===== src/rtl/core/tsvs_pkg.sv =====
// Package for the supported versions selector: status codes, phase type,
// register indexes, version constants and the structs between modules. No dependencies.
`timescale 1ns / 1ps

package tsvs_pkg;

	localparam int unsigned VER_W = 6;
	localparam int unsigned CFG_IDX_W = 2;
	localparam int unsigned CFG_DATA_W = 6;
	localparam int unsigned LEN_W = 8;
	localparam int unsigned SEEN_W = 9;

	localparam logic [7:0] MAJOR_TLS = 8'd3;
	localparam logic [7:0] MINOR_MAX = 8'd4;
	localparam int unsigned VER_SCALE = 10;
	localparam logic [VER_W-1:0] VER_BASE = VER_W'(3 * VER_SCALE);
	localparam logic [SEEN_W-1:0] SEEN_MAX = '1;

	localparam logic [VER_W-1:0] RST_SERVER_HIGHEST = 6'd34;
	localparam logic [VER_W-1:0] RST_SERVER_LOWEST = 6'd31;
	localparam logic RST_TLS13_MODE = 1'b1;

	typedef enum logic [CFG_IDX_W-1:0] {
		REG_SERVER_HIGHEST = 2'd0,
		REG_SERVER_LOWEST  = 2'd1,
		REG_TLS13_MODE     = 2'd2
	} reg_idx_t;

	typedef enum logic [2:0] {
		ST_OK          = 3'd0,
		ST_BAD         = 3'd1,
		ST_UNKNOWN     = 3'd2,
		ST_UNSUPPORTED = 3'd3,
		ST_SKIPPED     = 3'd4
	} status_t;

	typedef enum logic {
		PH_LENGTH = 1'b0,
		PH_BODY   = 1'b1
	} phase_t;

	typedef struct packed {
		logic [VER_W-1:0] server_highest;
		logic [VER_W-1:0] server_lowest;
		logic             tls13_mode;
	} cfg_t;

	typedef struct packed {
		status_t          status;
		logic [VER_W-1:0] offered_version;
		logic [VER_W-1:0] chosen_version;
	} res_t;

endpackage


===== src/rtl/core/tls_supported_versions_selector_core.sv =====
// Top level of the TLS 1.3 supported versions selector core.
// Depends on tsvs_pkg and tsvs_tracker.
`timescale 1ns / 1ps

// The core takes the body of a client supported versions extension one byte
// per word, the length byte first and the final byte flagged by last, and
// returns one result word for each final byte: a status, the highest
// recognized client version and the highest version inside the configured
// server range, both encoded as major*10+minor. The core takes one byte
// per cycle while no final byte waits in the input register. A byte is
// captured in an input register and evaluated there against the running
// extension state; for a final byte the result is loaded into the output
// register at the end of the cycle in which that byte is evaluated, and the
// result word is offered from the output register. The output register
// frees the input side: bytes that carry no result keep flowing while a
// result waits, and only a final byte held in the input register waits for
// the output register to drain.
// Configuration registers are written through a separate valid/ready port
// that is always ready; they are expected to change only while no extension
// is in flight. Writes to an index past the register list are dropped.

module tls_supported_versions_selector_core (
	input  logic                               clk,
	input  logic                               arst_n,
	// Byte stream in.
	input  logic                               in_valid,
	output logic                               in_stall,
	input  logic [7:0]                         ext_byte,
	input  logic                               last,
	// Result out.
	output logic                               out_valid,
	input  logic                               out_stall,
	output tsvs_pkg::status_t                  status,
	output logic [tsvs_pkg::VER_W-1:0]         offered_version,
	output logic [tsvs_pkg::VER_W-1:0]         chosen_version,
	// Configuration writes.
	input  logic                               cfg_valid,
	output logic                               cfg_ready,
	input  logic [tsvs_pkg::CFG_IDX_W-1:0]     cfg_index,
	input  logic [tsvs_pkg::CFG_DATA_W-1:0]    cfg_data
);
	import tsvs_pkg::*;

	cfg_t        cfg_q;
	logic        vld_s1;
	logic [7:0]  byte_s1;
	logic        last_s1;
	logic        adv_s1;
	logic        take_in;
	logic        out_vld_q;
	res_t        out_q;
	res_t        res;

	// Configuration registers. The port never pushes back.
	assign cfg_ready = 1'b1;

	always_ff @(posedge clk or negedge arst_n) begin
		if (!arst_n) begin
			cfg_q.server_highest <= RST_SERVER_HIGHEST;
			cfg_q.server_lowest <= RST_SERVER_LOWEST;
			cfg_q.tls13_mode <= RST_TLS13_MODE;
		end else if (cfg_valid && cfg_ready) begin
			case (reg_idx_t'(cfg_index))
				REG_SERVER_HIGHEST: cfg_q.server_highest <= cfg_data;
				REG_SERVER_LOWEST:  cfg_q.server_lowest <= cfg_data;
				REG_TLS13_MODE:     cfg_q.tls13_mode <= cfg_data[0];
				default: begin
				end
			endcase
		end
	end

	// The byte in the input register is evaluated this cycle unless it is a
	// final byte and the output register is still held by the consumer.
	assign adv_s1 = vld_s1 && (!last_s1 || !out_vld_q || !out_stall);
	assign take_in = in_valid && !in_stall;
	assign in_stall = vld_s1 && !adv_s1;

	always_ff @(posedge clk or negedge arst_n) begin
		if (!arst_n) begin
			vld_s1 <= 1'b0;
		end else if (!vld_s1 || adv_s1) begin
			vld_s1 <= in_valid;
		end
	end

	always_ff @(posedge clk) begin
		if (take_in) begin
			byte_s1 <= ext_byte;
			last_s1 <= last;
		end
	end

	tsvs_tracker u_tracker (
		.clk      (clk),
		.arst_n   (arst_n),
		.proc     (adv_s1),
		.ext_byte (byte_s1),
		.last     (last_s1),
		.cfg      (cfg_q),
		.res      (res)
	);

	// Output register: loaded by an evaluated final byte, emptied when taken.
	always_ff @(posedge clk or negedge arst_n) begin
		if (!arst_n) begin
			out_vld_q <= 1'b0;
		end else if (adv_s1 && last_s1) begin
			out_vld_q <= 1'b1;
		end else if (!out_stall) begin
			out_vld_q <= 1'b0;
		end
	end

	always_ff @(posedge clk) begin
		if (adv_s1 && last_s1) begin
			out_q <= res;
		end
	end

	assign out_valid = out_vld_q;
	assign status = out_q.status;
	assign offered_version = out_q.offered_version;
	assign chosen_version = out_q.chosen_version;

endmodule


===== src/rtl/core/tsvs_tracker.sv =====
// Per-extension state of the selector: phase, length check, pair tracking
// and the verdict for the final byte. Depends on tsvs_pkg.
`timescale 1ns / 1ps

module tsvs_tracker (
	input  logic            clk,
	input  logic            arst_n,
	input  logic            proc,
	input  logic [7:0]      ext_byte,
	input  logic            last,
	input  tsvs_pkg::cfg_t  cfg,
	output tsvs_pkg::res_t  res
);
	import tsvs_pkg::*;

	phase_t             phase_q, phase_d;
	logic [LEN_W-1:0]   decl_q, decl_d;
	logic [SEEN_W-1:0]  seen_q, seen_d;
	logic               maj3_q, maj3_d;
	logic [VER_W-1:0]   client_q, client_d;
	logic [VER_W-1:0]   chosen_q, chosen_d;
	logic [VER_W-1:0]   ver;
	logic               recog;
	logic               in_range;

	assign recog = maj3_q && (ext_byte <= MINOR_MAX);
	assign ver = VER_BASE + {3'b000, ext_byte[2:0]};
	assign in_range = (ver <= cfg.server_highest) && (ver >= cfg.server_lowest);

	always_comb begin
		phase_d = phase_q;
		decl_d = decl_q;
		seen_d = seen_q;
		maj3_d = maj3_q;
		client_d = client_q;
		chosen_d = chosen_q;
		case (phase_q)
			PH_LENGTH: begin
				decl_d = ext_byte;
				seen_d = '0;
				maj3_d = 1'b0;
				client_d = '0;
				chosen_d = '0;
				phase_d = PH_BODY;
			end
			PH_BODY: begin
				seen_d = (seen_q == SEEN_MAX) ? seen_q : seen_q + 1'b1;
				if (seen_d[0]) begin
					maj3_d = (ext_byte == MAJOR_TLS);
				end else if (recog) begin
					if (ver > client_q) begin
						client_d = ver;
					end
					if (in_range && (ver > chosen_q)) begin
						chosen_d = ver;
					end
				end
			end
			default: begin
				phase_d = PH_LENGTH;
			end
		endcase
		if (last) begin
			phase_d = PH_LENGTH;
		end
	end

	// The verdict looks at the state as it stands after this byte.
	always_comb begin
		res.offered_version = '0;
		res.chosen_version = '0;
		if (!cfg.tls13_mode) begin
			res.status = ST_SKIPPED;
		end else if ((seen_d != {1'b0, decl_d}) || decl_d[0]) begin
			res.status = ST_BAD;
		end else if (client_d == '0) begin
			res.status = ST_UNKNOWN;
		end else if (chosen_d == '0) begin
			res.status = ST_UNSUPPORTED;
			res.offered_version = client_d;
		end else begin
			res.status = ST_OK;
			res.offered_version = client_d;
			res.chosen_version = chosen_d;
		end
	end

	always_ff @(posedge clk or negedge arst_n) begin
		if (!arst_n) begin
			phase_q <= PH_LENGTH;
			decl_q <= '0;
			seen_q <= '0;
			maj3_q <= 1'b0;
			client_q <= '0;
			chosen_q <= '0;
		end else if (proc) begin
			phase_q <= phase_d;
			decl_q <= decl_d;
			seen_q <= seen_d;
			maj3_q <= maj3_d;
			client_q <= client_d;
			chosen_q <= chosen_d;
		end
	end

endmodule


===== config.mk =====
export PLATFORM = sky130hd
export DESIGN_NAME = tls_supported_versions_selector_core
export DESIGN_NICKNAME = d
export VERILOG_FILES = /design/src/rtl/core/tsvs_pkg.sv /design/src/rtl/core/tls_supported_versions_selector_core.sv /design/src/rtl/core/tsvs_tracker.sv
export SDC_FILE = /design/constraint.sdc
export NUM_CORES = 1
export LEC_CHECK = 0
export BUFFER_PORTS_ARGS = -buffer_cell sky130_fd_sc_hd__buf_2
export CAP_MARGIN = 20
export CORE_MARGIN = 4
export CORE_UTILIZATION = 50
export CTS_BUF_LIST = sky130_fd_sc_hd__clkbuf_2 sky130_fd_sc_hd__clkbuf_4 sky130_fd_sc_hd__clkbuf_8
export DETAILED_ROUTE_END_ITERATION = 10
export PLACE_DENSITY = 0.7
export SLEW_MARGIN = 20
export SYNTH_ARGS = -nofsm -noshare
export SYNTH_HDL_FRONTEND = slang
export SYNTH_SLANG_ARGS = --single-unit

===== constraint.sdc =====
create_clock -name clk -period 2.9 [get_ports clk]
set_clock_uncertainty 0.1 [all_clocks]
set_input_delay 0.435 -clock clk [delete_from_list [all_inputs] [get_ports clk]]
set_output_delay 0.435 -clock clk [all_outputs]
set_load 0.05 [all_outputs]

Yosys cells after proc, flatten, opt, wreduce, memory -nomap -nowiden --
Index checks and enable logic that the tools add are counted.
Cells by class: equal/unequal tests 7, $lt $le $gt $ge 5, bitwise operators 2, reductions and logical operators 27, $add $sub $neg 2, mux-type cells 19
Operators with widths (number):
- $mux 6 | 6
- $pmux 6 s2 | 2
- $pmux 9 s2 | 1
- $mux 8 | 2
- $gt 6x6->1 | 2
- $logic_not 6->1 | 2
- $add 9x1->9 const B | 1
- $eq 9x9->1 const B | 1
- $mux 9 | 1
- $ne 9x8->1 | 1
- $eq 8x2->1 const B | 1
- $le 8x3->1 const B | 1
- $reduce_and 2->1 | 4
- $logic_and 1x1->1 | 7
- $add 5x3->6 const A | 1
- $ge 6x6->1 | 1
- $le 6x6->1 | 1
- $logic_not 1->1 | 6
- $mux 3 | 2
- $logic_or 1x1->1 | 4
- $mux 1 | 4
- $reduce_or 4->1 | 1
- $reduce_or 3->1 | 1
- $eq 2x1->1 const B | 1
- other kinds (7) | 8
Storage, ports and cells: logic and storage cells 79, input bits 22, register bits after elaboration 70, output and inout bits 18

Longest topological paths before layout --
Gate-level depths: netlist of run 1.
depth after elaboration 12, gate-level depth with buffers 11, depth with buffers taken out 10

Modules after synthesis --
From an unflattened synthesis of run 1, not the netlist that was laid out.
Second synthesis, totals: cell total of the unflattened synthesis 382, area total of the unflattened synthesis 3945.0 um^2
Modules (own cells, without submodules):
- tsvs_tracker | seq. area each 775.7 um^2, area an instance 2595.0 um^2, cells an instance 315, times used 1
- tls_supported_versions_selector_core | seq. area each 1106.1 um^2, area an instance 1350.0 um^2, cells an instance 67, times used 1

Least setup slack after synthesis of run 1 --
No wires, ideal clock.
path kind flip-flop to flip-flop, start point register byte_s1[1], end point register out_q (netlist bit chosen_version[2]), data pin, cell stages (with the launch flop) 11, data required time 2.641 ns, arrival 2.509 ns, path buffers 0, setup slack 0.132 ns, period minus slack after synthesis 2.768 ns, setup time 0.159 ns, cell sequence edfxtp_1 -> inv_1 -> ha_1 -> inv_1 -> ha_1 -> o21ai_0 -> a21oi_1 -> o211ai_4 -> mux2i_2 -> nand4b_4 -> a211oi_2
Between the ends: longest elaborated chain between the ends 10, elaborated cells on any way between the ends 23, those cells by class 1 x add/sub; 5 x order compare; 1 x eq/ne; 9 x mux; 7 x reduce/logical
RTL lines:
- from (decl) | line tls_supported_versions_selector_core.sv:46 | logic [7:0] byte_s1;
- from (signal assigned) | line tls_supported_versions_selector_core.sv:89 | byte_s1 <= ext_byte;
- $add 5x3->6 | line tsvs_tracker.sv:27 | assign ver = VER_BASE + {3'b000, ext_byte[2:0]};
- $le 6x6->1 / $ge 6x6->1 (equally long branches) | line tsvs_tracker.sv:28 | assign in_range = (ver <= cfg.server_highest) && (ver >= cfg.server_lowest);
- $logic_and 1x1->1 | line tsvs_tracker.sv:28
- $logic_and 1x1->1 | line tsvs_tracker.sv:54 | if (in_range && (ver > chosen_q)) begin
- $mux 6 | line tsvs_tracker.sv:54
- $mux 6 | line tsvs_tracker.sv:50 | end else if (recog) begin
- $mux 6 | line tsvs_tracker.sv:48 | if (seen_d[0]) begin
- $pmux 6 s2 | line tsvs_tracker.sv:37 | case (phase_q)
- $logic_not 6->1 | line tsvs_tracker.sv:78 | end else if (chosen_d == '0) begin
- $reduce_or 4->1 (no source line)
- to (signal assigned) | line tls_supported_versions_selector_core.sv:117 | out_q <= res;
- to (decl) | line tls_supported_versions_selector_core.sv:51 | res_t out_q;
Several ways; a longest one is shown, not always the timed one. A chain may end at the register's enable or synchronous reset.

Final worst setup path of run 1 --
start point register byte_s1[2], end point register out_q (netlist bit offered_version[2]), data pin
Between the ends: longest elaborated chain between the ends 8, elaborated cells on any way between the ends 14, those cells by class 1 x add/sub; 2 x order compare; 1 x eq/ne; 6 x mux; 4 x reduce/logical
RTL lines:
- $add 5x3->6 | line tsvs_tracker.sv:27
- $gt 6x6->1 | line tsvs_tracker.sv:51 | if (ver > client_q) begin
- $mux 6 | line tsvs_tracker.sv:51
- $mux 6 | line tsvs_tracker.sv:50
- $mux 6 | line tsvs_tracker.sv:48
- $pmux 6 s2 | line tsvs_tracker.sv:37
- $logic_not 6->1 | line tsvs_tracker.sv:76 | end else if (client_d == '0) begin
- $reduce_or 3->1 (no source line)
Several ways; a longest one is shown, not always the timed one.

==> impl_results.md, run 1 <==
- H-tree depth: 3
- Die height: 96.7 um
- Buf/Inv on CP: 3
- Worst setup SP type: flop
- Slew Limit Fails: 0
- Io pins: 40
- Initial antenna violation count: 0
- Initial core utilization: between 50% and 60%
- CTS tree: yes
- Gpl congestion: slightly below 0.9
- RSZ-0062 raised after global routing: false
- Final instance area: 0.00460 mm^2
- Detail Route met2 WL: 4090 um
- N_diodes: 0
- Final setup TNS: 0 ns
- Area of the core: 0.00769 mm^2
- DR WL met3: 541 um
- Largest area contributor in the netlist: dfrtp_1
- FMAX: 0.368 GHz
- Synthesis Warnings: 0
- # DRC: 0
- Clock buffer depth: 2
- Share of layout cells above drive strength 1: 26.9%
- Placed cell areas: between 0.004 and 0.005 mm^2
- Clock sinks: 70
- Worst EP arrival: 2.81 ns
- Synth Instances: 384
- Synth-to-Final Area Change: 16.9%
- Min-delay worst type: in -> reg
- Die area: 0.00934 mm^2
- Top cells by count, synth: 38 x dfrtp_1, 34 x o21ai_0, 32 x nand2_1, 27 x inv_1, 26 x nor2_1
- Setup crit end kind: flop
- Net Count, Synth: 426
- Yosys top cell area share: 24.2%
- Crit-path slowest cell: edfxtp_1
- Clk Latency, worst-skew pair: between 0.3 and 0.4 ns
- Crit-path leading delay family: adder cells
- Fin cells: 548
- Setup violators final: 0
- Final #Nets: 483
- Vias in the first global route: between 3000 and 4000
- DP Wirelength: 6600 um
- Tmin final: about 2.7 ns
- Routed WL per cell: about 16 um
- Worst Path Max Fanout: 6
- TritonCTS Buffers: 9
- Via density: 5.75
- Dpl ws: approximately 0.073 ns
- Netlist cell types: 61
- CTS Root Buffer Type: clkbuf_8
- Metal-1 WL: about 4200 um
- Die Span X: approximately 97 um
- FF-to-FF setup slack: 0.18 ns
- Max-Cap Viols: 0
- Routed Antenna Nets: 0
- Setup WS post-layout: 0.179 ns
- Avg Cell Area, Syn: 10.2 um^2
- Count of flip-flops with a built-in enable after synthesis: 24
- Worst path max stage delay: 0.40 ns
- Vias: approximately 3100
- Drt first pass iters: 5
- LEAKAGE: 1.96 nW
- Final Util: 59.8%
- Largest net degree at the start of global routing: 34
- FP Rows: 32
- Total GRT Usage: 19.8%
- FF+latch count, synth: 70
- DRT iter0 DRCs: 235
- Post-Route WL: 8900 um
- Peak supply drop: 0.356 mV
- Slew headroom: 50.4%
- Tcrit/Tclk final: roughly 94%
- Hold Vio Cnt, Final: 0
- Cells taking the most area after synthesis: dfrtp_1 24%, edfxtp_1 18%, ha_1 6.4%
- First-pass GRT wire length: between 15000 and 20000 um
- Highest Signal Layer: met4
- Most frequent cell after synthesis: dfrtp_1
- Top_reg_cell synth: dfrtp_1
- Async set-or-reset flop fraction in the synthesized netlist: 65.7%
- Post-synthesis instance area: 0.00393 mm^2
- Clock-pin slew on the worst setup and hold paths: 0.07 ns
- Seq/Total Area, Yosys: 47.9%
- Worst slew pin tran: between 0.7 and 0.8 ns
- Required @ worst endpoint: 2.99 ns
- Status: complete, no violations
- WS Path Type: reg -> reg
- Crit-path cells: inv_1 -> ha_2 -> inv_2 -> ha_1 -> nand3_1 -> or2_2 -> o211ai_4 -> mux2i_4 -> nand4b_4 -> buf_4 -> nor2_1
- Power per standard cell area: 655 mW/mm^2
- I/O Buffers: 38
- Grt ovf: 0
- Placed Cells: 529
## worst paths after layout
| path | startpoint | to | cells past startpoint |
|---|---|---|---|
| max in group asynchronous | arst_n | cfg_q[12]$_DFFE_PN1P_ | 3 |
| min in group asynchronous | arst_n | u_tracker.seen_q[8]$_DFFE_PN0P_ | 2 |
| min reg2reg | u_tracker.decl_q[2]$_DFFE_PN0P_ | u_tracker.decl_q[2]$_DFFE_PN0P_ | 2 |
| max reg2reg | byte_s1[2]$_DFFE_PP_ | offered_version[2]$_SDFFCE_PP0P_ | 11 |
| min | ext_byte[7] | byte_s1[7]$_DFFE_PP_ | 1 |
| max | byte_s1[2]$_DFFE_PP_ | offered_version[2]$_SDFFCE_PP0P_ | 11 |
## cell type report
type	count	area, um^2
clock inverter	6	86.3
multi-input combinational	269	1880
fill	696	3090
sequential	70	1880
clock buffer	10	131
tap	102	128
timing repair buffer	63	380
inverter	28	105
## flip-flops by register name, summed over array words and instances, names as in the netlist, 6 cells and up
name                flops
cfg_q                  13
u_tracker.seen_q        9
byte_s1                 8
u_tracker.decl_q        8
chosen_version          6
offered_version         6
u_tracker.chosen_q      6
u_tracker.client_q      6
## placed cells by master, fill, tap and decap left out, types with 7 or more instances in the layout
| master | synthesis | routed |
|---|---|---|
| o21ai_0 | 34 | 32 |
| inv_1 | 27 | 25 |
| clkbuf_8 | 0 | 9 |
| dfrtp_1 | 38 | 38 |
| nor2_1 | 26 | 26 |
| buf_2 | 6 | 38 |
| a21oi_1 | 19 | 19 |
| nor3_1 | 10 | 10 |
| ha_1 | 20 | 18 |
| buf_4 | 2 | 24 |
| nand4_1 | 7 | 7 |
| dfstp_2 | 8 | 8 |
| edfxtp_1 | 24 | 24 |
| nand2_1 | 32 | 32 |
| mux2_2 | 13 | 13 |
## through the flow
stage / hold slack [ns] / power [mW]
detailed placement: 0.253 / 2.13
CTS: 0.156 / 3.01
finish: 0.173 / 3.01
floorplan: 0.0394 / 1.89
global route: 0.149 / 3.20
global placement: 0.254 / 2.11
## logic make-up (layout without fill, tap and decap cells)
family                     after synthesis  after routing  share of synthesized area [%]
and+or+nand+nor                        113            113                           15.0
AOI/OAI and AO/OA                      105            105                           18.0
DFF                                     70             70                           47.9
buffers and inverters                   45            107                           4.87
muxes                                   21             21                           5.86
adders and majority gates               20             20                           6.37
xor gates and xnor gates                 9              9                           2.01
other                                    1              1                         0.0954
## report_power, final
part	leakage, nW	total (mW)	switching (mW)	internal, mW
Sequential	0.802	1.34	0.156	1.19
Clock	0.110	0.866	0.374	0.492
Combinational	1.05	0.802	0.443	0.359
## layer usage
metal  track usage (%)  vias up
met4              6.05        0
li1                  -     1519
met1              29.5     1502
met3              4.04       10
met2              29.1      118
met5                 0        -
## what timing repair did
| action | in CTS | in global routing |
|---|---|---|
| endpoints found under the hold margin | 13 | 0 |
| resized for setup | 0 | 11 |
| endpoints found under the setup margin | 0 | 14 |
| setup buffers | 0 | 2 |
| hold buffers | 1 | 0 |
Power figures use the tool's default switching activity.
==> run 2, diff against run 1 <==
--- a/config.mk
+++ b/config.mk
@@ -7,11 +7,12 @@
 export LEC_CHECK = 0
 export BUFFER_PORTS_ARGS = -buffer_cell sky130_fd_sc_hd__buf_2
 export CAP_MARGIN = 20
+export CORE_ASPECT_RATIO = 0.75
 export CORE_MARGIN = 4
-export CORE_UTILIZATION = 50
+export CORE_UTILIZATION = 55
 export CTS_BUF_LIST = sky130_fd_sc_hd__clkbuf_2 sky130_fd_sc_hd__clkbuf_4 sky130_fd_sc_hd__clkbuf_8
 export DETAILED_ROUTE_END_ITERATION = 10
-export PLACE_DENSITY = 0.7
+export PLACE_DENSITY = 0.76
 export SLEW_MARGIN = 20
 export SYNTH_ARGS = -nofsm -noshare
 export SYNTH_HDL_FRONTEND = slang
==> run 2 against run 1 <==
Effect of this change:
- final area up 0.52%
- sequential share of layout area fell by 0.18 points
- count of clock-buffer cells in the layout shrank 1
- final cell count down 0.55%
- power is 1.1% higher
- critical endpoint is now offered_version[5]$_SDFFCE_PP0P_
- combinational power is 1% higher
- the run now ends with negative hold slack left
- routed wire length rose by 4.0%
- via count increased by 2.1%
- global-route usage is 3.3 points higher
- clock power increased by 0.8%
- flip-flop and latch count unchanged
==> impl_results.md, run 2 (synthesis gave the netlist of run 1 again) <==
- I/O Buffers: 38 (unchanged)
- Setup violators final: 0 (unchanged)
- Final #Nets: 484 (was 483)
- Worst path max stage delay: 0.42 ns (was 0.40 ns)
- Tcrit/Tclk final: 95.8% (was 93.8%)
- Hold Vio Cnt, Final: 32 (was 0)
- Hold_ws: -0.0200 ns (was 0.173 ns)
- FMAX: 0.360 GHz (was 0.368 GHz)
- CTS Root Buffer Type: clkbuf_8 (unchanged)
- Worst r2r src: u_tracker.seen_q[1]$_DFFE_PN0P_ (was byte_s1[2]$_DFFE_PP_)
- Gpl congestion: 0.935 (was 0.893)
- Total GRT Usage: 23.1% (was 19.8%)
- Dpl ws: 0.0957 ns (was 0.0734 ns)
- Power per standard cell area: 659 mW/mm^2 (was 655 mW/mm^2)
- Via density: 5.90 (was 5.75)
- FP Rows: 26 (was 32)
- Worst Reg-to-Reg Cells: 10 (was 11)
- Buf/Inv on CP: 2 (was 3)
- # DRC: 0 (unchanged)
- FF-to-FF setup slack: 0.12 ns (was 0.18 ns)
- Crit-path cells: ha_2 -> nand4_1 -> buf_4 -> o21ai_1 -> a21oi_2 -> o211ai_4 -> mux2i_4 -> nand4b_4 -> buf_4 -> nor2_1 (was inv_1 -> ha_2 -> inv_2 -> ha_1 -> nand3_1 -> or2_2 -> o211ai_4 -> mux2i_4 -> nand4b_4 -> buf_4 -> nor2_1)
- Setup crit end kind: flop (unchanged)
- Crit-path leading delay family: simple AND/OR/NAND/NOR gates (was adder cells)
- Initial antenna violation count: 0 (unchanged)
- CTS tree: yes (unchanged)
- Peak supply drop: 0.379 mV (was 0.356 mV)
- Most frequent cells in the layout: 37 x dfrtp_1, 37 x buf_2, 32 x o21ai_0, 32 x nand2_1, 27 x buf_4 (was 38 x dfrtp_1, 38 x buf_2, 32 x o21ai_0, 32 x nand2_1, 26 x nor2_1)
- Slew Limit Fails: 0 (unchanged)
- Initial core utilization: 57.3% (was 51.1%)
- Clock-pin slew on the worst setup and hold paths: 0.07 ns (about the same)
- Grt ovf: 0 (unchanged)
- Crit-path slowest cell: dfrtp_1 (was edfxtp_1)
- DRT iter0 DRCs: 256 (was 235)
- H-tree depth: 3 (unchanged)
- Failing checks: negative hold slack
- Setup WS post-layout: 0.121 ns (was 0.179 ns)
- Area of the multi-input gates: 0.00189 mm^2 (was 0.00188 mm^2)
- Post-Route WL: 9260 um (was 8900 um)
- Routed Antenna Nets: 0 (unchanged)
- Max FFs per register: 13 (unchanged)
- Area of the core: 0.00686 mm^2 (was 0.00769 mm^2)
- Sequential Area: 0.00188 mm^2 (about the same)
- Status: complete, but fails checks (was complete, no violations)
- Slew headroom: 46.5% (was 50.4%)
- Clock sinks: 70 (unchanged)
- Drt first pass iters: 5 (unchanged)
- Clock buffer depth: 2 (unchanged)
- Worst setup SP type: flop (unchanged)
- Die area: 0.00858 mm^2 (was 0.00934 mm^2)
- Synth-to-Final Area Change: 17.5% (was 16.9%)
- Most flops, register: cfg_q (unchanged)
- Die Span X: 106 um (was 96.7 um)
- Fill cells: 544 (was 696)
- Final setup TNS: 0 ns (unchanged)
- Required @ worst endpoint: 3.01 ns (was 2.99 ns)
- Worst slew pin tran: 0.803 ns (was 0.743 ns)
- First-pass GRT wire length: 15400 um (was 15200 um)
- Die height: 81.2 um (was 96.7 um)
- Top flop regs: cfg_q x13, u_tracker.seen_q x9 (unchanged)
- Clk Latency, worst-skew pair: 0.35 ns (was 0.34 ns)
- Tmin final: 2.78 ns (was 2.72 ns)
- WP depth: 10 (was 11)
- R2R Path End: offered_version[5]$_SDFFCE_PP0P_ (was offered_version[2]$_SDFFCE_PP0P_)
- Worst EP arrival: 2.89 ns (was 2.81 ns)
- Min-delay worst type: in -> async (was in -> reg)
- Largest net degree at the start of global routing: 45 (was 34)
- Max-Cap Viols: 0 (unchanged)
- Most used cell, CP: buf_4
- DP Wirelength: 6580 um (was 6600 um)
- Vias in the first global route: 3047 (was 3060)
- Share of layout cells above drive strength 1: 27.5% (was 26.9%)
- Worst Path Max Fanout: 7 (was 6)
- N_diodes: 0 (unchanged)
- Io pins: 40 (unchanged)
- LEAKAGE: 1.97 nW (was 1.96 nW)
- Vias: 3214 (was 3149)
- Routed WL per cell: 17.0 um (was 16.2 um)
- TritonCTS Buffers: 9 (unchanged)
- WS Path Type: reg -> reg (unchanged)
==> run 2: repair_timing <==
item / CTS / global route
hold buffers: 0 / 0
buffers inserted: 0 / 4
resized for setup: 0 / 13
setup endpoints to repair: 0 / 12
==> run 2: per-layer routing <==
layer  vias up  wire length [um]  part of all wire (%)  GRT usage, %
met5         -                 0                     0             0
met4         0               101                   1.1          6.47
met3        16               685                   7.4          5.48
met2       146              4050                    44          34.5
met1      1528              4430                    48          33.7
li1       1524                 -                     -             -
==> run 2: area by class of cell <==
| type | instances | share of cell area, % |
|---|---|---|
| Clock buffer | 9 | 2.68 |
| Sequential cell | 70 | 40.8 |
| Multi-Input combinational cell | 269 | 41.0 |
| Tap cell | 98 | 2.65 |
| Inverter | 28 | 2.36 |
| Timing Repair Buffer | 64 | 8.40 |
| Clock inverter | 7 | 2.14 |
==> run 2: worst max-delay path by stage <==
stage	to	start
3_3_place_gp	status[1]$_SDFFCE_PP0P_	u_tracker.seen_q[0]$_DFFE_PN0P_
6_report	offered_version[5]$_SDFFCE_PP0P_	u_tracker.seen_q[1]$_DFFE_PN0P_
5_1_grt	offered_version[0]$_SDFFCE_PP0P_	u_tracker.seen_q[1]$_DFFE_PN0P_
3_5_place_dp	offered_version[5]$_SDFFCE_PP0P_	u_tracker.seen_q[0]$_DFFE_PN0P_
2_1_floorplan	chosen_version[2]$_SDFFCE_PP0P_	byte_s1[1]$_DFFE_PP_
4_1_cts	offered_version[5]$_SDFFCE_PP0P_	u_tracker.seen_q[0]$_DFFE_PN0P_
==> run 2: stage by stage <==
| stage | instances | power [mW] | util, % | instance area [um^2] |
|---|---|---|---|---|
| after floorplan | 384 | 1.89 | - | 3930 |
| final | 545 | 3.04 | 67.3 | 4620 |
| after CTS | 541 | 2.99 | 66.2 | 4540 |
| after detailed placement | 525 | 2.12 | 63.0 | 4320 |
| after global routing | 545 | 3.22 | 67.3 | 4620 |
| after global placement | 525 | 2.09 | 63.0 | 4320 |
==> run 2: report_power, final <==
group	leakage (nW)	internal (mW)	switching [mW]
clock network	0.109	0.486	0.387
registers	0.801	1.19	0.172
logic	1.06	0.362	0.449
==> run 3, diff against run 2 <==
--- a/config.mk
+++ b/config.mk
@@ -13,6 +13,7 @@
 export CTS_BUF_LIST = sky130_fd_sc_hd__clkbuf_2 sky130_fd_sc_hd__clkbuf_4 sky130_fd_sc_hd__clkbuf_8
 export DETAILED_ROUTE_END_ITERATION = 10
 export PLACE_DENSITY = 0.76
+export REMOVE_ABC_BUFFERS = 1
 export SLEW_MARGIN = 20
 export SYNTH_ARGS = -nofsm -noshare
 export SYNTH_HDL_FRONTEND = slang
==> run 3 against run 2 <==
Effect of this change:
- the flow now finishes without violations
- critical path depth is 1 higher
- global-route usage is 1.2 points lower
- die area stayed put
- largest power group unchanged
==> impl_results.md, run 3 (synthesis gave the netlist of run 1 again) <==
- Post-Route WL: 8880 um (was 9260 um)
- Placed cell areas: 0.00431 mm^2 (was 0.00432 mm^2)
- Drt first pass iters: 5 (unchanged)
- Gpl congestion: 0.912 (was 0.935)
- Final setup TNS: 0 ns (unchanged)
- Worst setup SP type: flop (unchanged)
- Fill cells: 555 (was 544)
- Max FFs per register: 13 (unchanged)
- LEAKAGE: 1.95 nW (was 1.97 nW)
- Setup violators final: 0 (unchanged)
- Clk Latency, worst-skew pair: 0.35 ns (about the same)
- FP Rows: 26 (unchanged)
- Total GRT Usage: 21.9% (was 23.1%)
- Initial core utilization: 57.3% (unchanged)
- Via density: 5.79 (was 5.90)
- CTS Root Buffer Type: clkbuf_8 (unchanged)
- Power per standard cell area: 640 mW/mm^2 (was 659 mW/mm^2)
- Final Util: 66.5% (was 67.3%)
- FMAX: 0.368 GHz (was 0.360 GHz)
- Worst slew pin tran: 0.791 ns (was 0.803 ns)
- DP Wirelength: 6560 um (was 6580 um)
- Share of layout cells above drive strength 1: 26.3% (was 27.5%)
- TritonCTS Buffers: 9 (unchanged)
- Hold_ws: 0.150 ns (was -0.0200 ns)
- Routed WL per cell: 16.3 um (was 17.0 um)
- First-pass GRT wire length: 14500 um (was 15400 um)
- Clock-pin slew on the worst setup and hold paths: 0.07 ns (about the same)
- N_diodes: 0 (unchanged)
- WS Path Type: reg -> reg (unchanged)
- Peak supply drop: 0.346 mV (was 0.379 mV)
- Sequential Area: 0.00188 mm^2 (unchanged)
- Synth-to-Final Area Change: 16.1% (was 17.5%)
- Setup crit end kind: flop (unchanged)
- Status: complete, no violations (was complete, but fails checks)
- Clock buffer depth: 2 (unchanged)
- Hold Vio Cnt, Final: 0 (was 32)
- Min-delay worst type: in -> reg (was in -> async)
- Final instance area: 0.00456 mm^2 (was 0.00462 mm^2)
- Clock sinks: 70 (unchanged)
- Die area: 0.00858 mm^2 (unchanged)
- Slew Limit Fails: 0 (unchanged)
- I/O Buffers: 38 (unchanged)
- Most flops, register: cfg_q (unchanged)
- Vias: 3143 (was 3214)
- # DRC: 0 (unchanged)
- Largest net degree at the start of global routing: 21 (was 45)
- Slew headroom: 47.3% (was 46.5%)
- Grt ovf: 0 (unchanged)
- Vias in the first global route: 2909 (was 3047)
- DRT iter0 DRCs: 183 (was 256)
- Required @ worst endpoint: 3.01 ns (about the same)
- Worst Path Max Fanout: 8 (was 7)
- Max-Cap Viols: 0 (unchanged)
- Initial antenna violation count: 0 (unchanged)
- Tmin final: 2.72 ns (was 2.78 ns)
- Area of the core: 0.00686 mm^2 (unchanged)
- H-tree depth: 3 (unchanged)
- Final #Nets: 482 (was 484)
- CTS tree: yes (unchanged)
- Die height: 81.2 um (unchanged)
- Worst EP arrival: 2.83 ns (was 2.89 ns)
- Die Span X: 106 um (unchanged)
- Most frequent cells in the layout: 38 x buf_2, 37 x dfrtp_1, 33 x o21ai_0 (was 37 x dfrtp_1, 37 x buf_2, 32 x o21ai_0, 32 x nand2_1, 27 x buf_4)
- Routed Antenna Nets: 0 (unchanged)
- Area of the multi-input gates: 0.00188 mm^2 (was 0.00189 mm^2)
- Tcrit/Tclk final: 93.8% (was 95.8%)
- Top flop regs: cfg_q x13, u_tracker.seen_q x9 (unchanged)
- Commonest non-fill, non-tap cell in the layout: buf_2
- Io pins: 40 (unchanged)
-- run 3: cell count changes in the layout (fill, tap and decap cells not counted), moves of 2 or more --
cell	before	now
clkinv_1	0	2
clkinv_4	3	0
o21ai_1	3	1
buf_4	27	23
-- run 3: where the power goes --
part	total, mW	leakage (nW)	switching [mW]	internal (mW)
combinational	0.765	1.06	0.418	0.347
sequential	1.36	0.801	0.173	1.19
clock	0.799	0.0920	0.383	0.416
total	2.92	1.95	0.974	1.95
-- run 3: path summary, 6_finish.rpt --
check,slack (ns),depth (start not counted),start,end
worst max-delay path,0.18,11,byte_s1[1]$_DFFE_PP_,offered_version[0]$_SDFFCE_PP0P_
worst min register to register,0.41,2,u_tracker.decl_q[2]$_DFFE_PN0P_,u_tracker.decl_q[2]$_DFFE_PN0P_
min in group asynchronous,0.46,2,arst_n,u_tracker.seen_q[2]$_DFFE_PN0P_
max in group asynchronous,1.58,3,arst_n,cfg_q[8]$_DFFE_PN1P_
worst max register to register,0.18,11,byte_s1[1]$_DFFE_PP_,offered_version[0]$_SDFFCE_PP0P_
worst min-delay path,0.15,1,ext_byte[4],byte_s1[4]$_DFFE_PP_
-- run 3: layout make-up --
type | instances | share of cell area [%]
tap | 98 | 2.69
timing repair buffer | 62 | 8.17
clock inverter | 6 | 1.34
sequential | 70 | 41.3
multi-input combinational | 269 | 41.2
clock buffer | 10 | 3.02
inverter | 28 | 2.30
-- run 3: repair_timing --
action | CTS | global route
setup endpoints to repair | 0 | 17
buffers inserted | 0 | 2
endpoints found under the hold margin | 18 | 0
hold buffers | 1 | 0
resized for setup | 0 | 9
-- run 3: through the flow --
stage,cells,worst slack (ns),power (mW)
after global routing,543,-0.00699,3.09
after detailed placement,524,0.121,2.10
final,543,0.179,2.92
after floorplan,367,-0.179,1.87
after CTS,541,0.102,2.90
after global placement,524,0.179,2.08
-- run 3: routing by layer --
metal / track usage [%] / up-vias / part of all wire, %
li1: - / 1517 / -
met1: 32.3 / 1477 / 48
met2: 31.9 / 138 / 42
met3: 4.61 / 11 / 8.2
met4: 8.28 / 0 / 1.2
met5: 0 / - / 0
-- run 3: critical path: stages (launching register included) --
cell	delay [ns]
edfxtp_1	0.40
inv_1	0.13
ha_1	0.18
inv_1	0.12
ha_1	0.32
o21ai_0	0.10
or2_2	0.33
o211ai_4	0.10
mux2i_4	0.34
nand4b_4	0.14
buf_4	0.18
nor2_1	0.11
